File: src/rtl/assert_macros.svh
// Assertion helpers used by the RTL (included by fms_back)
`ifndef ASSERT_MACROS_SVH
`define ASSERT_MACROS_SVH

// Same-cycle implication, disabled while reset is asserted
`define FMS_ASSERT_IMPL(label, clk, rst_n, ante, cons, msg) \
	label: assert property (@(posedge clk) disable iff (!(rst_n)) (ante) |-> (cons)) \
		else $error(msg);

// Next-cycle implication, disabled while reset is asserted
`define FMS_ASSERT_NEXT(label, clk, rst_n, ante, cons, msg) \
	label: assert property (@(posedge clk) disable iff (!(rst_n)) (ante) |=> (cons)) \
		else $error(msg);

`endif

File: src/rtl/fms_pkg.sv
package fms_pkg;

	// Input operation codes
	localparam logic OP_BYTE = 1'b0;
	localparam logic OP_END  = 1'b1;

	// Document phases
	localparam logic [2:0] PH_BOM        = 3'd0;
	localparam logic [2:0] PH_FIRST      = 3'd1;
	localparam logic [2:0] PH_HEADER     = 3'd2;
	localparam logic [2:0] PH_BODY_PLAIN = 3'd3;
	localparam logic [2:0] PH_BODY_FRONT = 3'd4;

	// Result section codes
	localparam logic [1:0] SEC_HEADER = 2'd0;
	localparam logic [1:0] SEC_BODY   = 2'd1;
	localparam logic [1:0] SEC_END    = 2'd2;

	// Fence candidate masks
	localparam logic [1:0] FC_NONE = 2'b00;
	localparam logic [1:0] FC_DASH = 2'b01;
	localparam logic [1:0] FC_DOT  = 2'b10;
	localparam logic [1:0] FC_BOTH = 2'b11;

	// Characters of interest
	localparam logic [7:0] CH_DASH = 8'h2D;
	localparam logic [7:0] CH_DOT  = 8'h2E;
	localparam logic [7:0] CH_CR   = 8'h0D;
	localparam logic [7:0] CH_LF   = 8'h0A;

	// Held line bytes: byte order mark plus fence plus CR
	localparam int HOLD_DEPTH = 7;
	localparam int FENCE_LEN  = 3;
	localparam int BOM_LEN    = 3;

	// Default depth of the command queue
	localparam int QUEUE_DEPTH_DEF = 4;

	// One command: a run of held bytes, then one tail result
	typedef struct packed {
		logic [HOLD_DEPTH-1:0][7:0] held;
		logic [2:0]                 n;
		logic [1:0]                 bsec;
		logic                       present;
		logic [7:0]                 tbyte;
		logic [1:0]                 tsec;
		logic                       tstatus;
	} cmd_t;

	// Byte order mark byte by position
	function automatic logic [7:0] bom_byte(input logic [1:0] idx);
		logic [7:0] b;
		case (idx)
			2'd0: b = 8'hEF;
			2'd1: b = 8'hBB;
			2'd2: b = 8'hBF;
			default: b = 8'h00;
		endcase
		return b;
	endfunction

endpackage

File: src/rtl/front_matter_splitter.sv
// Front-matter splitter: takes one document byte per transaction (op 0) or an
// end-of-document transaction (op 1) and emits each byte labelled header or
// body, then an end marker with the fence status. The input side accepts one
// transaction every cycle while the command queue (QUEUE_DEPTH entries) has
// room; the output side delivers one result per cycle from its output
// register unless out_stall holds it. A byte that decides a held line
// releases up to eight results (up to seven held bytes and itself), so the
// result stream, one per cycle from the back unit when not stalled, sets the
// sustained rate, while bytes that are only held produce nothing.
module front_matter_splitter #(
	parameter int QUEUE_DEPTH = fms_pkg::QUEUE_DEPTH_DEF
) (
	input  logic       clk,
	input  logic       arst_n,
	input  logic       in_valid,
	output logic       in_stall,
	input  logic       op,
	input  logic [7:0] data_byte,
	output logic       out_valid,
	input  logic       out_stall,
	output logic [7:0] out_byte,
	output logic [1:0] section,
	output logic       front_present,
	output logic       status,
	output logic       last
);
	import fms_pkg::*;

	cmd_t push_cmd;
	cmd_t head;
	logic push;
	logic q_full;
	logic q_empty;
	logic pop;

	// Classify bytes and decide lines
	fms_front u_front (
		.clk       (clk),
		.arst_n    (arst_n),
		.in_valid  (in_valid),
		.in_stall  (in_stall),
		.op        (op),
		.data_byte (data_byte),
		.push      (push),
		.cmd       (push_cmd),
		.q_full    (q_full)
	);

	// Decouple decisions from result delivery
	fms_queue #(
		.DEPTH (QUEUE_DEPTH)
	) u_queue (
		.clk      (clk),
		.arst_n   (arst_n),
		.push     (push),
		.push_cmd (push_cmd),
		.full     (q_full),
		.pop      (pop),
		.head     (head),
		.empty    (q_empty)
	);

	// Expand commands into results
	fms_back u_back (
		.clk           (clk),
		.arst_n        (arst_n),
		.head          (head),
		.q_empty       (q_empty),
		.pop           (pop),
		.out_valid     (out_valid),
		.out_stall     (out_stall),
		.out_byte      (out_byte),
		.section       (section),
		.front_present (front_present),
		.status        (status),
		.last          (last)
	);

endmodule

File: src/rtl/fms_front.sv
module fms_front (
	input  logic         clk,
	input  logic         arst_n,
	input  logic         in_valid,
	output logic         in_stall,
	input  logic         op,
	input  logic [7:0]   data_byte,
	output logic         push,
	output fms_pkg::cmd_t cmd,
	input  logic         q_full
);
	import fms_pkg::*;

	logic [2:0]                 phase_q, phase_nxt;
	logic [HOLD_DEPTH-1:0][7:0] held_q;
	logic [2:0]                 count_q, count_nxt;
	logic [2:0]                 lp_q, lp_nxt;
	logic [1:0]                 fc_q, fc_nxt;
	logic                       cr_q, cr_nxt;
	logic                       accept;
	logic                       do_hold;
	logic                       emit;
	logic                       bom_match;
	logic                       first_line;
	logic                       is_dash, is_dot, is_cr, is_lf;
	logic [1:0]                 mask;

	// Take a byte whenever the queue has room
	assign in_stall = q_full;
	assign accept   = in_valid && !q_full;
	assign push     = accept && emit;

	assign is_dash = (data_byte == CH_DASH);
	assign is_dot  = (data_byte == CH_DOT);
	assign is_cr   = (data_byte == CH_CR);
	assign is_lf   = (data_byte == CH_LF);
	assign mask    = is_dash ? FC_DASH : FC_DOT;

	assign bom_match  = (count_q < 3'(BOM_LEN)) && (data_byte == bom_byte(count_q[1:0]));
	assign first_line = (phase_q == PH_FIRST)
		|| ((phase_q == PH_BOM) && !bom_match && (count_q == 3'd0));

	// Classify the byte, decide the line and build the command
	always_comb begin
		phase_nxt   = phase_q;
		count_nxt   = count_q;
		lp_nxt      = lp_q;
		fc_nxt      = fc_q;
		cr_nxt      = cr_q;
		do_hold     = 1'b0;
		emit        = 1'b0;
		cmd.held    = held_q;
		cmd.n       = count_q;
		cmd.bsec    = SEC_BODY;
		cmd.present = 1'b0;
		cmd.tbyte   = data_byte;
		cmd.tsec    = SEC_BODY;
		cmd.tstatus = 1'b0;
		if (op == OP_END) begin
			emit      = 1'b1;
			cmd.tbyte = 8'd0;
			cmd.tsec  = SEC_END;
			case (phase_q)
				PH_BOM: begin
					cmd.n = count_q;
				end
				PH_FIRST: begin
					if (lp_q == 3'(FENCE_LEN)) begin
						cmd.n       = 3'd0;
						cmd.present = 1'b1;
						cmd.tstatus = 1'b1;
					end
				end
				PH_HEADER: begin
					cmd.present = 1'b1;
					cmd.bsec    = SEC_HEADER;
					if (fc_q != FC_NONE && lp_q == 3'(FENCE_LEN)) begin
						cmd.n = 3'd0;
					end else begin
						cmd.tstatus = 1'b1;
					end
				end
				PH_BODY_FRONT: begin
					cmd.n       = 3'd0;
					cmd.present = 1'b1;
				end
				default: begin
					cmd.n = 3'd0;
				end
			endcase
			// Return to the start of a new document
			phase_nxt = PH_BOM;
			count_nxt = 3'd0;
			lp_nxt    = 3'd0;
			fc_nxt    = FC_BOTH;
			cr_nxt    = 1'b0;
		end else if (first_line) begin
			// Leave the mark check: this byte belongs to the first line
			phase_nxt = PH_FIRST;
			if (cr_q && is_lf) begin
				phase_nxt = PH_HEADER;
				count_nxt = 3'd0;
				lp_nxt    = 3'd0;
				fc_nxt    = FC_BOTH;
				cr_nxt    = 1'b0;
			end else if (!cr_q && is_dash && lp_q < 3'(FENCE_LEN)) begin
				do_hold   = 1'b1;
				count_nxt = count_q + 3'd1;
				lp_nxt    = lp_q + 3'd1;
			end else if (!cr_q && is_cr && lp_q == 3'(FENCE_LEN)) begin
				do_hold   = 1'b1;
				count_nxt = count_q + 3'd1;
				cr_nxt    = 1'b1;
			end else if (!cr_q && is_lf && lp_q == 3'(FENCE_LEN)) begin
				phase_nxt = PH_HEADER;
				count_nxt = 3'd0;
				lp_nxt    = 3'd0;
				fc_nxt    = FC_BOTH;
				cr_nxt    = 1'b0;
			end else begin
				// Not a fence: everything is body
				emit      = 1'b1;
				phase_nxt = PH_BODY_PLAIN;
				count_nxt = 3'd0;
			end
		end else begin
			case (phase_q)
				PH_BOM: begin
					if (bom_match) begin
						do_hold   = 1'b1;
						count_nxt = count_q + 3'd1;
						if (count_q == 3'(BOM_LEN - 1)) begin
							phase_nxt = PH_FIRST;
						end
					end else begin
						// Partial mark: flush it as body
						emit      = 1'b1;
						phase_nxt = PH_BODY_PLAIN;
						count_nxt = 3'd0;
					end
				end
				PH_HEADER: begin
					cmd.bsec    = SEC_HEADER;
					cmd.tsec    = SEC_HEADER;
					cmd.present = 1'b1;
					if (is_lf) begin
						if (fc_q != FC_NONE && lp_q == 3'(FENCE_LEN)) begin
							// Closing fence: drop it silently
							count_nxt = 3'd0;
							phase_nxt = PH_BODY_FRONT;
						end else begin
							emit      = 1'b1;
							count_nxt = 3'd0;
							lp_nxt    = 3'd0;
							fc_nxt    = FC_BOTH;
							cr_nxt    = 1'b0;
						end
					end else if (!cr_q && fc_q == FC_NONE) begin
						emit  = 1'b1;
						cmd.n = 3'd0;
					end else if (!cr_q && is_cr && lp_q == 3'(FENCE_LEN)) begin
						do_hold   = 1'b1;
						count_nxt = count_q + 3'd1;
						cr_nxt    = 1'b1;
					end else if (!cr_q && (is_dash || is_dot) && lp_q < 3'(FENCE_LEN)
							&& (fc_q & mask) != FC_NONE) begin
						do_hold   = 1'b1;
						count_nxt = count_q + 3'd1;
						lp_nxt    = lp_q + 3'd1;
						fc_nxt    = fc_q & mask;
					end else begin
						// Line is plain header text
						emit      = 1'b1;
						count_nxt = 3'd0;
						fc_nxt    = FC_NONE;
						cr_nxt    = 1'b0;
					end
				end
				PH_BODY_FRONT: begin
					emit        = 1'b1;
					cmd.n       = 3'd0;
					cmd.present = 1'b1;
				end
				default: begin
					emit  = 1'b1;
					cmd.n = 3'd0;
				end
			endcase
		end
	end

	// Advance the line state on each accepted transaction
	always_ff @(posedge clk or negedge arst_n) begin
		if (!arst_n) begin
			phase_q <= PH_BOM;
			count_q <= 3'd0;
			lp_q    <= 3'd0;
			fc_q    <= FC_BOTH;
			cr_q    <= 1'b0;
		end else if (accept) begin
			phase_q <= phase_nxt;
			count_q <= count_nxt;
			lp_q    <= lp_nxt;
			fc_q    <= fc_nxt;
			cr_q    <= cr_nxt;
		end
	end

	// Hold the byte until its line is decided
	always_ff @(posedge clk) begin
		if (accept && do_hold && count_q != 3'(HOLD_DEPTH)) begin
			held_q[count_q] <= data_byte;
		end
	end

endmodule

File: src/rtl/fms_queue.sv
module fms_queue #(
	parameter int DEPTH = fms_pkg::QUEUE_DEPTH_DEF
) (
	input  logic          clk,
	input  logic          arst_n,
	input  logic          push,
	input  fms_pkg::cmd_t push_cmd,
	output logic          full,
	input  logic          pop,
	output fms_pkg::cmd_t head,
	output logic          empty
);
	import fms_pkg::*;

	localparam int PW = (DEPTH > 1) ? $clog2(DEPTH) : 1;
	localparam int CW = $clog2(DEPTH + 1);

	cmd_t          mem_q [DEPTH];
	logic [PW-1:0] wr_q, rd_q;
	logic [CW-1:0] cnt_q;
	logic          do_push, do_pop;

	assign full    = (cnt_q == CW'(DEPTH));
	assign empty   = (cnt_q == '0);
	assign head    = mem_q[rd_q];
	assign do_push = push && !full;
	assign do_pop  = pop && !empty;

	// Advance pointers and occupancy
	always_ff @(posedge clk or negedge arst_n) begin
		if (!arst_n) begin
			wr_q  <= '0;
			rd_q  <= '0;
			cnt_q <= '0;
		end else begin
			if (do_push) begin
				wr_q <= (wr_q == PW'(DEPTH - 1)) ? '0 : wr_q + 1'b1;
			end
			if (do_pop) begin
				rd_q <= (rd_q == PW'(DEPTH - 1)) ? '0 : rd_q + 1'b1;
			end
			if (do_push && !do_pop) begin
				cnt_q <= cnt_q + 1'b1;
			end else if (do_pop && !do_push) begin
				cnt_q <= cnt_q - 1'b1;
			end
		end
	end

	// Store the command
	always_ff @(posedge clk) begin
		if (do_push) begin
			mem_q[wr_q] <= push_cmd;
		end
	end

endmodule

File: src/rtl/fms_back.sv
`include "assert_macros.svh"

module fms_back (
	input  logic          clk,
	input  logic          arst_n,
	input  fms_pkg::cmd_t head,
	input  logic          q_empty,
	output logic          pop,
	output logic          out_valid,
	input  logic          out_stall,
	output logic [7:0]    out_byte,
	output logic [1:0]    section,
	output logic          front_present,
	output logic          status,
	output logic          last
);
	import fms_pkg::*;

	logic [2:0] idx_q;
	logic       out_valid_q;
	logic [7:0] out_byte_q;
	logic [1:0] out_sec_q;
	logic       out_present_q;
	logic       out_status_q;
	logic       out_last_q;
	logic       load;
	logic       at_tail;

	// Load a new result when the output register is free or draining
	assign load    = !q_empty && (!out_valid_q || !out_stall);
	assign at_tail = (idx_q >= head.n);
	assign pop     = load && at_tail;

	// Walk the held bytes, then the tail
	always_ff @(posedge clk or negedge arst_n) begin
		if (!arst_n) begin
			out_valid_q <= 1'b0;
			idx_q       <= 3'd0;
		end else begin
			if (load) begin
				out_valid_q <= 1'b1;
				idx_q       <= at_tail ? 3'd0 : idx_q + 3'd1;
			end else if (!out_stall) begin
				out_valid_q <= 1'b0;
			end
		end
	end

	// Output payload register
	always_ff @(posedge clk) begin
		if (load) begin
			out_byte_q    <= at_tail ? head.tbyte : head.held[idx_q];
			out_sec_q     <= at_tail ? head.tsec : head.bsec;
			out_present_q <= head.present;
			out_status_q  <= at_tail ? head.tstatus : 1'b0;
			out_last_q    <= at_tail;
		end
	end

	assign out_valid     = out_valid_q;
	assign out_byte      = out_byte_q;
	assign section       = out_sec_q;
	assign front_present = out_present_q;
	assign status        = out_status_q;
	assign last          = out_last_q;

	`FMS_ASSERT_IMPL(a_idx_in_range, clk, arst_n, !q_empty, idx_q <= head.n, "held index past run")
	`FMS_ASSERT_IMPL(a_idx_has_cmd, clk, arst_n, idx_q != 3'd0, !q_empty, "run open with empty queue")
	`FMS_ASSERT_IMPL(a_end_is_last, clk, arst_n, out_valid_q && out_sec_q == SEC_END, out_last_q && out_byte_q == 8'd0, "end marker not final")
	`FMS_ASSERT_NEXT(a_run_advances, clk, arst_n, load && !at_tail, idx_q != 3'd0 && out_valid_q && !out_last_q, "held run did not advance")

endmodule
File: config.mk
export PLATFORM = sky130hd
export DESIGN_NAME = front_matter_splitter
export DESIGN_NICKNAME = d
export VERILOG_FILES = /design/src/rtl/fms_pkg.sv /design/src/rtl/front_matter_splitter.sv /design/src/rtl/fms_front.sv /design/src/rtl/fms_queue.sv /design/src/rtl/fms_back.sv
export VERILOG_INCLUDE_DIRS = /design/src /design/src/rtl
export SDC_FILE = /design/constraint.sdc
export NUM_CORES = 1
export LEC_CHECK = 0
export BUFFER_PORTS_ARGS = -buffer_cell sky130_fd_sc_hd__clkbuf_2
export CORE_MARGIN = 2
export CORE_UTILIZATION = 45
export CTS_CLUSTER_DIAMETER = 100
export DETAILED_ROUTE_END_ITERATION = 16
export MAX_ROUTING_LAYER = met4
export PLACE_DENSITY = 0.66
export SYNTH_ARGS = -nofsm -noshare
export SYNTH_HDL_FRONTEND = slang
export SYNTH_SLANG_ARGS = --single-unit
export TNS_END_PERCENT = 50
File: constraint.sdc
create_clock -name clk -period 5.15 [get_ports clk]
set_input_delay 0.515 -clock clk [delete_from_list [all_inputs] [get_ports clk]]
set_output_delay 0.515 -clock clk [all_outputs]
set_load 0.03 [all_outputs]
==> results.ini <==
[status]
status = finished, final reports clean

[place]
post_dp_cell_area_mm2 = 0.0159
io_buffers = 27
dp_hpwl_um = 18500
gp_congestion = 0.881
dp_worst_setup_slack_ns = 1.37

[yosys]
synth.ff_latch_count = 380
synth_nets = 808
synthCells = 777
post_synth_main_area_contributors = edfxtp_1 (71%), mux4_2 (12%), dfrtp_1 (3.5%)
synth_edf_count = 357
yosysWarnings = 0
syn_area_mm2 = 0.0152
synth_top_area_share = 0.707
async_flop_share = 0.0605
yosysSeqAreaShare = 0.745
synth.avg_cell_area_um2 = 19.5
yosysUniqueCellTypes = 65
yosysTopAreaCell = edfxtp_1
synthFlopType = edfxtp_1

[clocking]
clockBufferDepth = 3
ctsHoldBuffers = 0
ctsHtreeMaxLevel = 2
worstSkewPairLatency_ns = 0.53
post_cts_buffers = 0
tritoncts = built
cts-root-buf = clkbuf_16
cts.clk_slew.worst_paths_ns = 0.06
cts_resized = 0
numCtsBuffers = 39
clock_sinks = 380

[drt]
via_per_inst = 5.65
vias = 7402
post-route-drc-count = 0
drt_wl_total_um = 30400
wl_per_cell_um = 23.2
postRouteAntennaNets = 0
drt_first_iter_violations = 681
dr.pass1.iters = 5

[sta]
setup_ws_ns = 1.56
finClkSkew_ns = 0.0158
setup_viol = 0
rsz0062_at_grt = false
hold_viol_final = 0
maxSlewViolCount = 0
fmax_mhz = 279
fin_crit_sh = 0.696
slew_headroom = 0.229
tns_ns = 0
fin_crit_ns = 3.59
tightestPinTransition_ns = 1.15

[layout]
fin_area_mm2 = 0.0172
diodes = 0
nFillCells = 2664
nets = 863
seqCellArea_mm2 = 0.0113
syn2layout_area_growth_pct = 13.6
layout-drive-gt1-share = 0.256
multi_input_area_mm2 = 0.00365

[die]
start_util = 0.454
fp.dieW_um = 188
die_area_mm2 = 0.0352
coreArea_mm2 = 0.0334
row_count = 67
io_pins = 28
die_h_um = 188

[grt]
grt_pass1_wl_um = 46900
grt_pass1_vias = 7723
antenna_found_initial = 0
grt_overflow = 0
grt_usage = 0.183
grt_max_degree = 46

[pwr]
power_density_mw_per_mm2 = 583
finalPower_w = 0.0100
cellLeakagePower_nw = 5.73
ir_drop_mv = 0.404

[setup_path]
startpoint = u_front.count_q[1]
rr_worst_depth = 8
timing.critical_path.fanout_max = 12
worstReg2RegEnd = u_front.cmd[56]
end_kind = flip-flop
cp.arrival_ns = 3.72
crit_type = reg2reg
timing.critical_path.to = u_front.cmd[56]
cp_data_required_time_ns = 5.28
r2r_slack_ns = 1.56
r2r_start = u_front.count_q[1]
critPathLaunchType = flip-flop

[flow_run]
drv_cap = 0

[worst_hold_path]
min_path_type = in2async

routing by layer:
layer	track usage	share of wire	routed length (um)	vias up
met1	0.244	0.42	12800	3855
met4	0.0524	0.023	696	0
li1	-	-	-	3270
met3	0.0286	0.054	1640	49
met2	0.295	0.50	15300	228
met5	-	0	0	-
cell families after synthesis:
| family | count (synthesis) | share of synthesized area |
|---|---|---|
| buffers and inverters | 60 | 0.0161 |
| multiplexers | 100 | 0.133 |
| adder cells (fa/ha/maj) | 18 | 0.0154 |
| AND/OR/NAND/NOR | 138 | 0.0499 |
| AO/OA/AOI/OAI | 76 | 0.0376 |
| XOR/XNOR | 5 | 0.00289 |
| flip-flops | 380 | 0.745 |
state kept, by name, summed over array words and instances (netlist names):
name / count
u_back.front_present: 1
u_back.idx_q: 3
u_back.last: 1
u_back.out_byte: 8
u_back.out_valid: 1
u_back.section: 2
u_back.status: 1
u_front.cmd: 56
u_front.count_q: 3
u_front.cr_q: 1
u_front.fc_q: 2
u_front.lp_q: 3
u_front.phase_q: 3
u_queue.cnt_q: 3
u_queue.mem_q: 288
u_queue.rd_q: 2
u_queue.wr_q: 2
through the flow:
stage	hold slack [ns]	cells	utilization
after global routing	0.0481	1310	0.516
after detailed placement	0.485	1239	0.478
after CTS	0.0154	1310	0.516
final	0.00516	1310	0.516
after floorplan	0.219	777	-
after global placement	0.474	1238	0.478
area by class of cell:
type                    instances  share of cell area
flip-flops and latches        380               0.657
multi-input cells             337               0.212
clock buffers                  45              0.0610
well taps                     448              0.0326
repair buffers                 44              0.0184
clock inverters                26              0.0126
inverters                      30             0.00654
synthesized netlist by cell type (3+ instances only):
library cell / n
mux2i_1: 12
o21a_1: 3
and2_1: 9
or3_1: 5
o22ai_1: 9
nand3b_1: 3
inv_1: 29
clkbuf_1: 17
nand2_1: 33
xnor2_1: 3
nand2b_1: 7
o31ai_1: 5
o21ai_0: 15
a21o_1: 5
nor2b_1: 9
nor4_1: 5
a21oi_1: 6
a22oi_1: 10
mux4_2: 80
dfrtp_1: 21
buf_2: 9
a31oi_1: 3
edfxtp_1: 357
nor2_1: 25
ha_1: 17
nand3_1: 6
nor3_1: 15
and4_1: 3
mux2_2: 7
placed cells by master, fill, tap and decap left out, types with 5 or more instances in the layout:
cell type / synthesis / routed
nor3_1: 15 / 15
edfxtp_1: 357 / 357
clkbuf_16: 0 / 41
o22ai_1: 9 / 9
mux4_2: 80 / 80
dfrtp_1: 21 / 19
a21o_1: 5 / 5
inv_1: 29 / 29
nor2b_1: 9 / 9
nor2_1: 25 / 25
buf_4: 2 / 12
a22oi_1: 10 / 10
clkinv_2: 0 / 11
a21oi_1: 6 / 6
clkinv_1: 1 / 7
nand2_1: 33 / 33
o31ai_1: 5 / 5
mux2i_1: 12 / 12
or3_1: 5 / 5
clkbuf_2: 0 / 27
ha_1: 17 / 17
o21ai_0: 15 / 15
nand2b_1: 7 / 7
nand3_1: 6 / 6
and2_1: 9 / 5
mux2_2: 7 / 7
how the worst min path moves through the flow:
stage	from	cells after the start	slack [ns]	endpoint
after global placement	u_front.cmd[34]	0	0.47	u_queue.mem_q[2][34]
after detailed placement	u_front.cmd[60]	0	0.48	u_queue.mem_q[1][60]
after global routing	arst_n	1	0.05	u_front.lp_q[0]
after CTS	arst_n	1	0.02	u_front.lp_q[0]
final	arst_n	1	0.005	u_front.phase_q[0]
after floorplan	arst_n	0	0.22	u_back.idx_q[0]
critical path, cell delays in order, from the launching register on:
cell and delay (ns):
dfrtp_1 0.57, inv_1 0.15, ha_1 0.33, xnor2_1 0.13, o2111a_1 0.17, and4_1 0.24, nor2_1 0.22, a32oi_1 0.34
nor4_2 1.06
power by group:
group,switching (W),leakage [nW],internal [W],total (W)
logic,0.00166,1.54,0.00125,0.00291
registers,0.000305,3.56,0.00408,0.00438
clock network,0.00113,0.624,0.00162,0.00275
(Power assumes the default switching activity.)
